[src/rtl/assert_macros.svh]
// ============================================================================
// Assertion macros
// Shared concurrent assertion forms, clocked on clk and disabled during reset.
// ============================================================================
`ifndef ASSERT_MACROS_SVH
`define ASSERT_MACROS_SVH

// A property that must hold at every rising edge outside reset.
`define ASSERT_CLK(label, prop, msg) \
    label: assert property (@(posedge clk) disable iff (!rst_n) prop) else $error(msg);

// A condition that must never be true at a rising edge outside reset.
`define ASSERT_NEVER(label, expr, msg) \
    label: assert property (@(posedge clk) disable iff (!rst_n) !(expr)) else $error(msg);

`endif

[src/rtl/drrq_pkg.sv]
// ============================================================================
// drrq_pkg
// Types, widths and codes shared by the deduplicating ring queue modules.
// ============================================================================
`default_nettype none

package drrq_pkg;

    localparam int QUEUE_DEPTH = 16;
    localparam int KEY_BITS    = 32;
    localparam int IDX_W       = $clog2(QUEUE_DEPTH);
    localparam int CNT_W       = $clog2(QUEUE_DEPTH + 1);

    localparam int REQ_W       = 2;
    localparam int KEY_FIELD_W = 32;
    localparam int HANDLE_W    = 32;
    localparam int STATUS_W    = 3;
    localparam int OCC_W       = 5;

    localparam int S_TDATA_W   = ((KEY_FIELD_W + HANDLE_W + 7) / 8) * 8;
    localparam int OCC_LSB     = KEY_FIELD_W + HANDLE_W;
    localparam int M_USED_W    = OCC_LSB + OCC_W;
    localparam int M_TDATA_W   = ((M_USED_W + 7) / 8) * 8;

    localparam logic [REQ_W-1:0] REQ_PUSH    = 2'd0;
    localparam logic [REQ_W-1:0] REQ_POP     = 2'd1;
    localparam logic [REQ_W-1:0] REQ_REQUEUE = 2'd2;

    localparam logic [STATUS_W-1:0] STAT_OK          = 3'd0;
    localparam logic [STATUS_W-1:0] STAT_EMPTY       = 3'd1;
    localparam logic [STATUS_W-1:0] STAT_DUP         = 3'd2;
    localparam logic [STATUS_W-1:0] STAT_DROPPED     = 3'd3;
    localparam logic [STATUS_W-1:0] STAT_OVERWRITTEN = 3'd4;

    typedef enum logic [0:0] {
        S_IDLE,
        S_EXEC
    } state_t;

    typedef struct packed {
        logic load;
        logic commit;
    } dp_cmd_t;

    typedef struct packed {
        logic out_stall;
    } dp_status_t;

endpackage

`default_nettype wire

[src/rtl/drrq_ctrl.sv]
// ============================================================================
// drrq_ctrl
// Request sequencer: capture a word, then execute it once the result
// register can take the outcome.
// ============================================================================
`default_nettype none

module drrq_ctrl (
    input  wire logic                 clk,
    input  wire logic                 rst_n,
    input  wire logic                 s_tvalid,
    output logic                      s_tready,
    input  wire drrq_pkg::dp_status_t stat,
    output drrq_pkg::dp_cmd_t         cmd
);
    import drrq_pkg::*;

    state_t state_reg;
    state_t state_next;

    always_ff @(posedge clk or negedge rst_n)
    begin
        if (!rst_n)
        begin
            state_reg <= S_IDLE;
        end
        else
        begin
            state_reg <= state_next;
        end
    end

    always_comb
    begin
        state_next = state_reg;
        unique case (state_reg)
            S_IDLE:
            begin
                if (s_tvalid)
                begin
                    state_next = S_EXEC;
                end
            end
            S_EXEC:
            begin
                if (!stat.out_stall)
                begin
                    state_next = S_IDLE;
                end
            end
            default:
            begin
                state_next = S_IDLE;
            end
        endcase
    end

    always_comb
    begin
        s_tready   = 1'b0;
        cmd.load   = 1'b0;
        cmd.commit = 1'b0;
        unique case (state_reg)
            S_IDLE:
            begin
                s_tready = 1'b1;
                cmd.load = s_tvalid;
            end
            S_EXEC:
            begin
                cmd.commit = !stat.out_stall;
            end
            default:
            begin
                s_tready = 1'b0;
            end
        endcase
    end

endmodule

`default_nettype wire

[src/rtl/drrq_dp.sv]
// ============================================================================
// drrq_dp
// Ring storage, head and count registers, parallel key compare and the
// result register.
// ============================================================================
`default_nettype none

module drrq_dp (
    input  wire logic                           clk,
    input  wire logic                           rst_n,
    input  wire drrq_pkg::dp_cmd_t              cmd,
    output drrq_pkg::dp_status_t                stat,
    input  wire logic [drrq_pkg::S_TDATA_W-1:0] s_tdata,
    input  wire logic [drrq_pkg::REQ_W-1:0]     s_tuser,
    output logic                                m_tvalid,
    input  wire logic                           m_tready,
    output logic [drrq_pkg::M_TDATA_W-1:0]      m_tdata,
    output logic [drrq_pkg::STATUS_W-1:0]       m_tuser
);
    import drrq_pkg::*;

    logic [KEY_BITS-1:0]    key_mem [QUEUE_DEPTH];
    logic [HANDLE_W-1:0]    pay_mem [QUEUE_DEPTH];

    logic [REQ_W-1:0]       req_type_reg;
    logic [KEY_BITS-1:0]    req_key_reg;
    logic [HANDLE_W-1:0]    req_pay_reg;
    logic [KEY_BITS-1:0]    rd_key_reg;
    logic [HANDLE_W-1:0]    rd_pay_reg;

    logic [IDX_W-1:0]       head_reg;
    logic [IDX_W-1:0]       head_next;
    logic [CNT_W-1:0]       count_reg;
    logic [CNT_W-1:0]       count_next;

    logic                   out_valid_reg;
    logic [STATUS_W-1:0]    out_status_reg;
    logic [STATUS_W-1:0]    out_status_next;
    logic [KEY_FIELD_W-1:0] out_key_reg;
    logic [KEY_FIELD_W-1:0] out_key_next;
    logic [HANDLE_W-1:0]    out_pay_reg;
    logic [HANDLE_W-1:0]    out_pay_next;

    logic [IDX_W:0]         offset    [QUEUE_DEPTH];
    logic [QUEUE_DEPTH-1:0] hit;
    logic                   dup;
    logic                   full;
    logic                   empty;
    logic [IDX_W:0]         tail_sum;
    logic [IDX_W-1:0]       tail_idx;
    logic [IDX_W-1:0]       head_inc;
    logic [IDX_W-1:0]       head_dec;
    logic                   wr_en;
    logic [IDX_W-1:0]       wr_idx;

    always_comb
    begin
        for (int i = 0; i < QUEUE_DEPTH; i++)
        begin
            if ({1'b0, IDX_W'(i)} >= {1'b0, head_reg})
            begin
                offset[i] = {1'b0, IDX_W'(i)} - {1'b0, head_reg};
            end
            else
            begin
                offset[i] = {1'b0, IDX_W'(i)} + (IDX_W + 1)'(QUEUE_DEPTH) - {1'b0, head_reg};
            end
            hit[i] = (CNT_W'(offset[i]) < count_reg) && (key_mem[i] == req_key_reg);
        end
    end

    assign dup   = |hit;
    assign full  = (count_reg == CNT_W'(QUEUE_DEPTH));
    assign empty = (count_reg == '0);

    always_comb
    begin
        tail_sum = {1'b0, head_reg} + (IDX_W + 1)'(count_reg);
        if (tail_sum >= (IDX_W + 1)'(QUEUE_DEPTH))
        begin
            tail_sum = tail_sum - (IDX_W + 1)'(QUEUE_DEPTH);
        end
        tail_idx = tail_sum[IDX_W-1:0];
        head_inc = (head_reg == IDX_W'(QUEUE_DEPTH - 1)) ? '0 : head_reg + 1'b1;
        head_dec = (head_reg == '0) ? IDX_W'(QUEUE_DEPTH - 1) : head_reg - 1'b1;
    end

    always_comb
    begin
        head_next       = head_reg;
        count_next      = count_reg;
        out_status_next = STAT_OK;
        out_key_next    = '0;
        out_pay_next    = '0;
        wr_en           = 1'b0;
        wr_idx          = tail_idx;
        unique case (req_type_reg)
            REQ_PUSH:
            begin
                if (dup)
                begin
                    out_status_next = STAT_DUP;
                end
                else if (!full)
                begin
                    wr_en      = 1'b1;
                    count_next = count_reg + 1'b1;
                end
                else
                begin
                    wr_en           = 1'b1;
                    wr_idx          = head_reg;
                    head_next       = head_inc;
                    out_status_next = STAT_DROPPED;
                end
            end
            REQ_POP:
            begin
                if (empty)
                begin
                    out_status_next = STAT_EMPTY;
                end
                else
                begin
                    out_key_next = KEY_FIELD_W'(rd_key_reg);
                    out_pay_next = rd_pay_reg;
                    head_next    = head_inc;
                    count_next   = count_reg - 1'b1;
                end
            end
            REQ_REQUEUE:
            begin
                wr_en     = 1'b1;
                wr_idx    = head_dec;
                head_next = head_dec;
                if (!full)
                begin
                    count_next = count_reg + 1'b1;
                end
                else
                begin
                    out_status_next = STAT_OVERWRITTEN;
                end
            end
            default:
            begin
                out_status_next = STAT_OK;
            end
        endcase
    end

    always_ff @(posedge clk)
    begin
        if (cmd.load)
        begin
            req_type_reg <= s_tuser;
            req_key_reg  <= s_tdata[KEY_BITS-1:0];
            req_pay_reg  <= s_tdata[KEY_FIELD_W +: HANDLE_W];
        end
        rd_key_reg <= key_mem[head_reg];
        rd_pay_reg <= pay_mem[head_reg];
        if (cmd.commit && wr_en)
        begin
            key_mem[wr_idx] <= req_key_reg;
            pay_mem[wr_idx] <= req_pay_reg;
        end
        if (cmd.commit)
        begin
            out_status_reg <= out_status_next;
            out_key_reg    <= out_key_next;
            out_pay_reg    <= out_pay_next;
        end
    end

    always_ff @(posedge clk or negedge rst_n)
    begin
        if (!rst_n)
        begin
            head_reg      <= '0;
            count_reg     <= '0;
            out_valid_reg <= 1'b0;
        end
        else
        begin
            if (cmd.commit)
            begin
                head_reg      <= head_next;
                count_reg     <= count_next;
                out_valid_reg <= 1'b1;
            end
            else if (m_tready)
            begin
                out_valid_reg <= 1'b0;
            end
        end
    end

    assign stat.out_stall = out_valid_reg && !m_tready;
    assign m_tvalid       = out_valid_reg;
    assign m_tuser        = out_status_reg;
    assign m_tdata        = {(M_TDATA_W - M_USED_W)'(0), OCC_W'(count_reg), out_pay_reg,
                             out_key_reg};

endmodule

`default_nettype wire

[src/rtl/dedup_retry_ring_queue.sv]
// ============================================================================
// dedup_retry_ring_queue
// Ring queue of tasks with duplicate-key rejection on push, pop of the
// oldest task and requeue at the front.
// ============================================================================
//
//   Channel  Direction  Word contents (lowest bit first)
//   s_*      in         tuser: req_type; tdata: entry_key, payload_handle
//   m_*      out        tuser: status; tdata: out_key, out_payload, occupancy
//
// Each request is handled in turn: first the word is captured, then its key is
// compared against all sixteen slots in parallel and the ring is updated.
// The result register lets the next word be captured while a result waits;
// execution holds while that register is full and m_tready is low.
// Reset clears head, count and the result valid; the slot contents are not
// cleared and are only read once written.
`default_nettype none

module dedup_retry_ring_queue (
    input  wire logic                           clk,
    input  wire logic                           rst_n,
    input  wire logic                           s_tvalid,
    output logic                                s_tready,
    // entry_key [31:0], payload_handle [63:32]
    input  wire logic [drrq_pkg::S_TDATA_W-1:0] s_tdata,
    // req_type [1:0]
    input  wire logic [drrq_pkg::REQ_W-1:0]     s_tuser,
    output logic                                m_tvalid,
    input  wire logic                           m_tready,
    // out_key [31:0], out_payload [63:32], occupancy [68:64], zero pad above
    output logic [drrq_pkg::M_TDATA_W-1:0]      m_tdata,
    // status [2:0]
    output logic [drrq_pkg::STATUS_W-1:0]       m_tuser
);
    import drrq_pkg::*;

    `include "assert_macros.svh"

    dp_cmd_t    cmd;
    dp_status_t stat;
    logic       occ_over;
    logic       stray_data;

    drrq_ctrl u_ctrl (
        .clk      (clk),
        .rst_n    (rst_n),
        .s_tvalid (s_tvalid),
        .s_tready (s_tready),
        .stat     (stat),
        .cmd      (cmd)
    );

    drrq_dp u_dp (
        .clk      (clk),
        .rst_n    (rst_n),
        .cmd      (cmd),
        .stat     (stat),
        .s_tdata  (s_tdata),
        .s_tuser  (s_tuser),
        .m_tvalid (m_tvalid),
        .m_tready (m_tready),
        .m_tdata  (m_tdata),
        .m_tuser  (m_tuser)
    );

    assign occ_over   = (m_tdata[OCC_LSB +: OCC_W] > OCC_W'(QUEUE_DEPTH));
    assign stray_data = (m_tuser != STAT_OK) && (|m_tdata[OCC_LSB-1:0]);

    `ASSERT_CLK(a_one_word_in_flight, (s_tvalid && s_tready) |=> !s_tready, "accepted while busy")
    `ASSERT_NEVER(a_occ_bound, m_tvalid && occ_over, "occupancy above depth")
    `ASSERT_NEVER(a_data_only_on_pop, m_tvalid && stray_data, "entry data with non-ok status")

endmodule

`default_nettype wire

[config.mk]
export PLATFORM = sky130hd
export DESIGN_NAME = dedup_retry_ring_queue
export DESIGN_NICKNAME = d
export VERILOG_FILES = /design/src/rtl/drrq_pkg.sv /design/src/rtl/drrq_ctrl.sv /design/src/rtl/drrq_dp.sv /design/src/rtl/dedup_retry_ring_queue.sv
export VERILOG_INCLUDE_DIRS = /design/src /design/src/rtl
export SDC_FILE = /design/constraint.sdc
export NUM_CORES = 2
export LEC_CHECK = 0
export BUFFER_PORTS_ARGS = -buffer_cell sky130_fd_sc_hd__buf_2
export CORE_UTILIZATION = 55
export CTS_BUF_LIST = sky130_fd_sc_hd__clkbuf_4 sky130_fd_sc_hd__clkbuf_8
export DETAILED_ROUTE_END_ITERATION = 10
export PLACE_DENSITY_LB_ADDON = 0.1
export SLEW_MARGIN = 0
export SYNTH_ARGS = -nofsm -noshare
export SYNTH_HDL_FRONTEND = slang
export SYNTH_HIERARCHICAL = 1
export SYNTH_SLANG_ARGS = --single-unit
[constraint.sdc]
create_clock -name clk -period 29.7 [get_ports clk]
set_clock_uncertainty 0.2 [all_clocks]
set_input_delay 5.94 -clock clk [delete_from_list [all_inputs] [get_ports clk]]
set_output_delay 5.94 -clock clk [all_outputs]
set_load 0.01 [all_outputs]
======== Yosys cells after proc, flatten, opt, wreduce, memory -nomap -nowiden ========
Memories as Yosys holds them, arrays and structs flattened. A register that Yosys moved wholly into a read port is not among the register bits.
Index checks and enable logic that the tools add are counted.
cells by class
  equal/unequal tests ..................... 23
  div/mod/pow operators ................... 0
  add/subtract/negate cells ............... 37
  shift operators ......................... 0
  reduce and logical (&&, ||, !) cells .... 29
  multiply operators ...................... 0
  bitwise logic cells ..................... 2
  mux-type cells .......................... 46
  $lt $le $gt $ge ......................... 32
operator list
  kind                 count
  $eq 32x32->1         16
  $mux 5               18
  $lt 5x5->1           16
  $sub 5x4->5 const A  15
  $sub 4x4->5 const A  8
  $mux 4               8
  $ge 4x4->1 const A   7
  $sub 3x4->5 const A  4
  $logic_and 1x1->1    18
  $ge 3x4->1 const A   4
  $reduce_or 16->1     1
  $pmux 5 s3           1
  $pmux 4 s3           1
  $mux 1               11
  $sub 1x4->5 const A  2
  $sub 2x4->5 const A  2
  $pmux 3 s3           1
  $ge 1x4->1 const A   2
  $ge 2x4->1 const A   2
  $pmux 4 s2           1
  $sub 4x1->4 const B  2
  $mux 3               2
  $add 4x5->5          1
  $add 5x1->5 const B  1
  21 further kinds     25
word-level totals
  latch bits .............................. 0
  bits in read-only memories .............. 0
  input port bits ......................... 70
  memories kept ........................... 2
  register bits after elaboration ......... 144
  memory bits (writable) .................. 1024
  output and inout bits ................... 77
  word-level logic and storage cells ...... 181
memory list
  memory        depth  bits a word  rd ports  clocked after memory_dff  write ports  RTL line       text
  u_dp.key_mem  16     32           17        1                         1            drrq_dp.sv:22  logic [KEY_BITS-1:0] key_mem [QUEUE_DEPTH];
  u_dp.pay_mem  16     32           1         1                         1            drrq_dp.sv:23  logic [HANDLE_W-1:0] pay_mem [QUEUE_DEPTH];

======== Logic depth before layout (Yosys ltp) ========
  depth after elaboration ................. 10
  mapped depth ............................ 19
  gate-level depth less buffers ........... 15

======== Hierarchy ========
Netlist, hierarchy kept.
by module, submodules not included
  module     instances  seq. area each (um2)  cells each  area an instance (um2)
  drrq_dp    1          36274.8               2806        53193.5
  drrq_ctrl  1          25.0                  5           57.6

======== Worst setup path before layout ========
Ideal clock, no wire load.
  kind .................................... input to register
  start point ............................. input port m_tready
  end point ............................... memory u_dp.key_mem[14][0] (enable)
  library setup time ...................... 645 ps
  arrival ................................. 16022 ps
  stages .................................. 5
  data required time ...................... 28855 ps
  buffers on the path ..................... 0
  path slack .............................. 12834 ps
  cells stage by stage .................... nor2b_1 nor2b_1 nand2b_1 a21o_1 nor4_1
RTL lines
  what             RTL line                      text
  start, declared  dedup_retry_ring_queue.sv:29  input wire logic m_tready,
  end, declared    drrq_dp.sv:22

==> flow_metrics.py <==
metrics = {
    "status": {
        "run_status": "completed",
    },
    "critical_path": {
        "r2r_setup_slack_ns": 22.67,
        "startpoint_type": "primary input",
        "r2r-start": "u_dp/head_reg[1]",
        "cp.arrival_ns": 8.86,
        "endpoint_kind": "flop",
        "crit_type": "in2reg",
        "rr_worst_depth": 17,
        "reg2reg_to": "u_dp/pay_mem[9][15]",
        "critPathMaxFanout": 39,
        "worst_ep_required_time_ns": 29.97,
    },
    "sta": {
        "rsz0062_at_grt": "no",
        "drv_slew": 0,
        "relSlewSlack": 0.111,
        "finalHoldViolations": 0,
        "setup_tns_ns": 0,
        "setup_viol": 0,
        "period_minus_slack_ns": 8.60,
        "tightestPinTransition_ns": 1.32,
        "max_freq_mhz": 116,
        "finalCritPeriodShare": 0.289,
    },
    "synth": {
        "syn_avg_cell_area_um2": 18.9,
        "seq_area_frac_synth": 0.682,
        "ys_dominant_reg_cell": "edfxtp_1",
        "syn_area_um2": 53300,
        "syn_inst": 2811,
        "synth_warnings": 6,
        "async_flop_share": 0.00893,
        "synth_edf_count": 1157,
        "post_synth_num_cell_types": 64,
        "ys_seq_elements": 1232,
    },
    "clock_network": {
        "cts_resized": 0,
        "cts-root-buf": "clkbuf_8",
        "numCtsBuffers": 194,
        "htree_levels": 4,
        "clk_path_buf_depth": 3,
        "cts_setup_buffers": 0,
        "cts_tree": "done",
        "ctsHoldBuffers": 0,
        "cts_sinks": 1232,
        "path_clk_slew_ns": 0.06,
        "clock_latency_ns": 0.87,
    },
    "grt": {
        "grt_max_degree": 106,
        "grt_pass1_vias": 28450,
        "grt_usage": 0.300,
        "grt-ovfl-total": 0,
        "grt_pass1_wl_mm": 207,
        "antenna_found_initial": 11,
    },
    "power": {
        "seq_power_share": 0.415,
        "p_sw_frac": 0.322,
        "power.share.clock": 0.282,
        "p_switching_uw": 1710,
        "max-vdd-ir-drop_mv": 0.0680,
        "powerDensity_nw_per_um2": 89.4,
        "p_comb_frac": 0.303,
        "p_leak_uw": 0.0198,
        "p_int_uw": 3610,
    },
    "placed_design": {
        "hpwl_mm": 94.4,
        "dpl_cell_area_um2": 55300,
        "io_buffer_count": 143,
        "gp_congestion": 0.941,
    },
    "worst_hold_path": {
        "whs_endpoint": "u_dp/out_pay_reg[19]",
        "worst_hold_path.num_cells": 1,
        "hp-start": "u_dp/rd_pay_reg[19]",
        "worstHoldPathType": "reg2reg",
    },
    "cells_and_area": {
        "final_cell_mix": "edfxtp_1 (1157), xor2_1 (350), mux4_2 (320), clkbuf_8 (224), xnor2_1 (180)",
        "nNetsFinal": 3228,
        "fin_area_um2": 59400,
        "final_common_cell": "edfxtp_1",
        "drive_above_1_share": 0.286,
        "reg_top3": "u_dp/key_mem (512), u_dp/pay_mem (512)",
        "area_growth_pct": 11.6,
    },
    "die": {
        "dieArea_um2": 98100,
        "fp.coreArea_um2": 95400,
        "die_w_um": 313,
        "num_rows": 113,
        "initial_utilization": 0.558,
        "dieHeight_um": 313,
        "num_io_pins": 147,
    },
    "detailed_routing": {
        "routed_via_density": 6.27,
        "routedWlPerCell_um": 32.1,
        "routed_wl_mm": 145,
        "drt_first_pass_iters": 6,
        "dr_total_vias": 28341,
        "drtIter0Drc": 3835,
        "route.detailed.drc": 0,
        "antenna_left": 0,
    },
    "job": {
        "cap_violations": 0,
    },
}
layer usage:
layer	global-route usage	wire length [um]	vias up
li1	-	-	11741
met1	0.423	58500	14834
met2	0.459	67800	1518
met3	0.0623	12900	246
met4	0.128	6080	2
met5	0	10	-
kinds of logic after synthesis:
| logic type | count (synthesis) | share of synthesized area |
|---|---|---|
| flops | 1232 | 0.682 |
| xor+xnor | 532 | 0.0878 |
| simple gates | 347 | 0.0384 |
| mux | 329 | 0.137 |
| buf+inv | 187 | 0.0225 |
| compound gates | 106 | 0.0140 |
| fa+ha+maj | 77 | 0.0184 |
| other cells | 1 | 0.0000704 |
worst max path at each step:
| stage | start | endpoint | slack, ns | cells after the start |
|---|---|---|---|---|
| after detailed placement | m_tready | u_dp/pay_mem[9][12] | 20.26 | 9 |
| after CTS | m_tready | u_dp/pay_mem[9][24] | 21.17 | 9 |
| final | m_tready | u_dp/pay_mem[9][15] | 21.10 | 9 |
| after global placement | m_tready | u_dp/pay_mem[10][18] | 20.32 | 9 |
| after global routing | m_tready | u_dp/pay_mem[9][15] | 20.98 | 9 |
| after floorplan | m_tready | u_dp/key_mem[14][0] | 12.83 | 5 |
area by class of cell:
class,count,area [um2]
antenna,8,20.0
clock buffer,308,3710
clock inverter,54,415
fill,6810,36000
inverter,34,133
multi-input combinational,1397,15900
sequential,1232,36300
tap,1265,1580
timing repair buffer,222,1330
metrics by stage:
stage / std cells / setup slack, ns / total power [uW] / utilization / hold WS, ns
2_1_floorplan: 2816 / 12.83 / 3270 / - / 0.282
6_report: 4520 / 21.10 / 5310 / 0.623 / 0.295
3_3_place_gp: 4149 / 20.32 / 3820 / 0.579 / 0.285
5_1_grt: 4514 / 20.98 / 5510 / 0.623 / 0.303
4_1_cts: 4512 / 21.17 / 5340 / 0.623 / 0.290
3_5_place_dp: 4150 / 20.26 / 3840 / 0.579 / 0.292
cells in the mapped netlist (3+ instances only):
cell / instances / area (um2)
edfxtp_1: 1157 / 34700
xor2_1: 350 / 3070
mux4_2: 320 / 7210
xnor2_1: 180 / 1580
nor4_1: 107 / 669
ha_1: 75 / 938
and2_1: 64 / 400
dfxtp_1: 64 / 1280
nand4_1: 60 / 375
clkbuf_1: 58 / 218
buf_6: 44 / 495
a21oi_1: 39 / 195
inv_1: 33 / 124
nand3_1: 28 / 140
nand2_1: 27 / 101
buf_1: 26 / 97.6
buf_4: 17 / 128
nor3_1: 17 / 85.1
o21ai_0: 16 / 80.1
nor2_1: 12 / 45.0
dfrtp_1: 11 / 275
nor2b_1: 10 / 62.6
nand2b_1: 8 / 50.1
a21o_1: 7 / 52.6
buf_8: 6 / 90.1
mux2i_1: 6 / 60.1
a2111oi_0: 5 / 43.8
a31oi_1: 5 / 31.3
o211ai_1: 5 / 37.5
a211oi_1: 4 / 30.0
and3_1: 4 / 25.0
a21boi_0: 3 / 22.5
worst max-delay path: stages:
cell      delay (ns)
buf_2           0.07
nor2b_1         0.07
nor2b_4         0.11
buf_4           0.56
nand2b_1        0.19
a21o_1          0.33
nor4_2          0.26
buf_4           0.51
buf_4           0.69
power groups by stage:
| stage | Combinational (uW) | Clock (uW) | Sequential (uW) |
|---|---|---|---|
| detailed placement | 1600 | 0 | 2240 |
| floorplan | 1060 | 0 | 2210 |
| global route | 1700 | 1590 | 2220 |
| global placement | 1590 | 0 | 2230 |
| CTS | 1610 | 1520 | 2210 |
| finish | 1610 | 1500 | 2200 |
(Power assumes the default switching activity.)
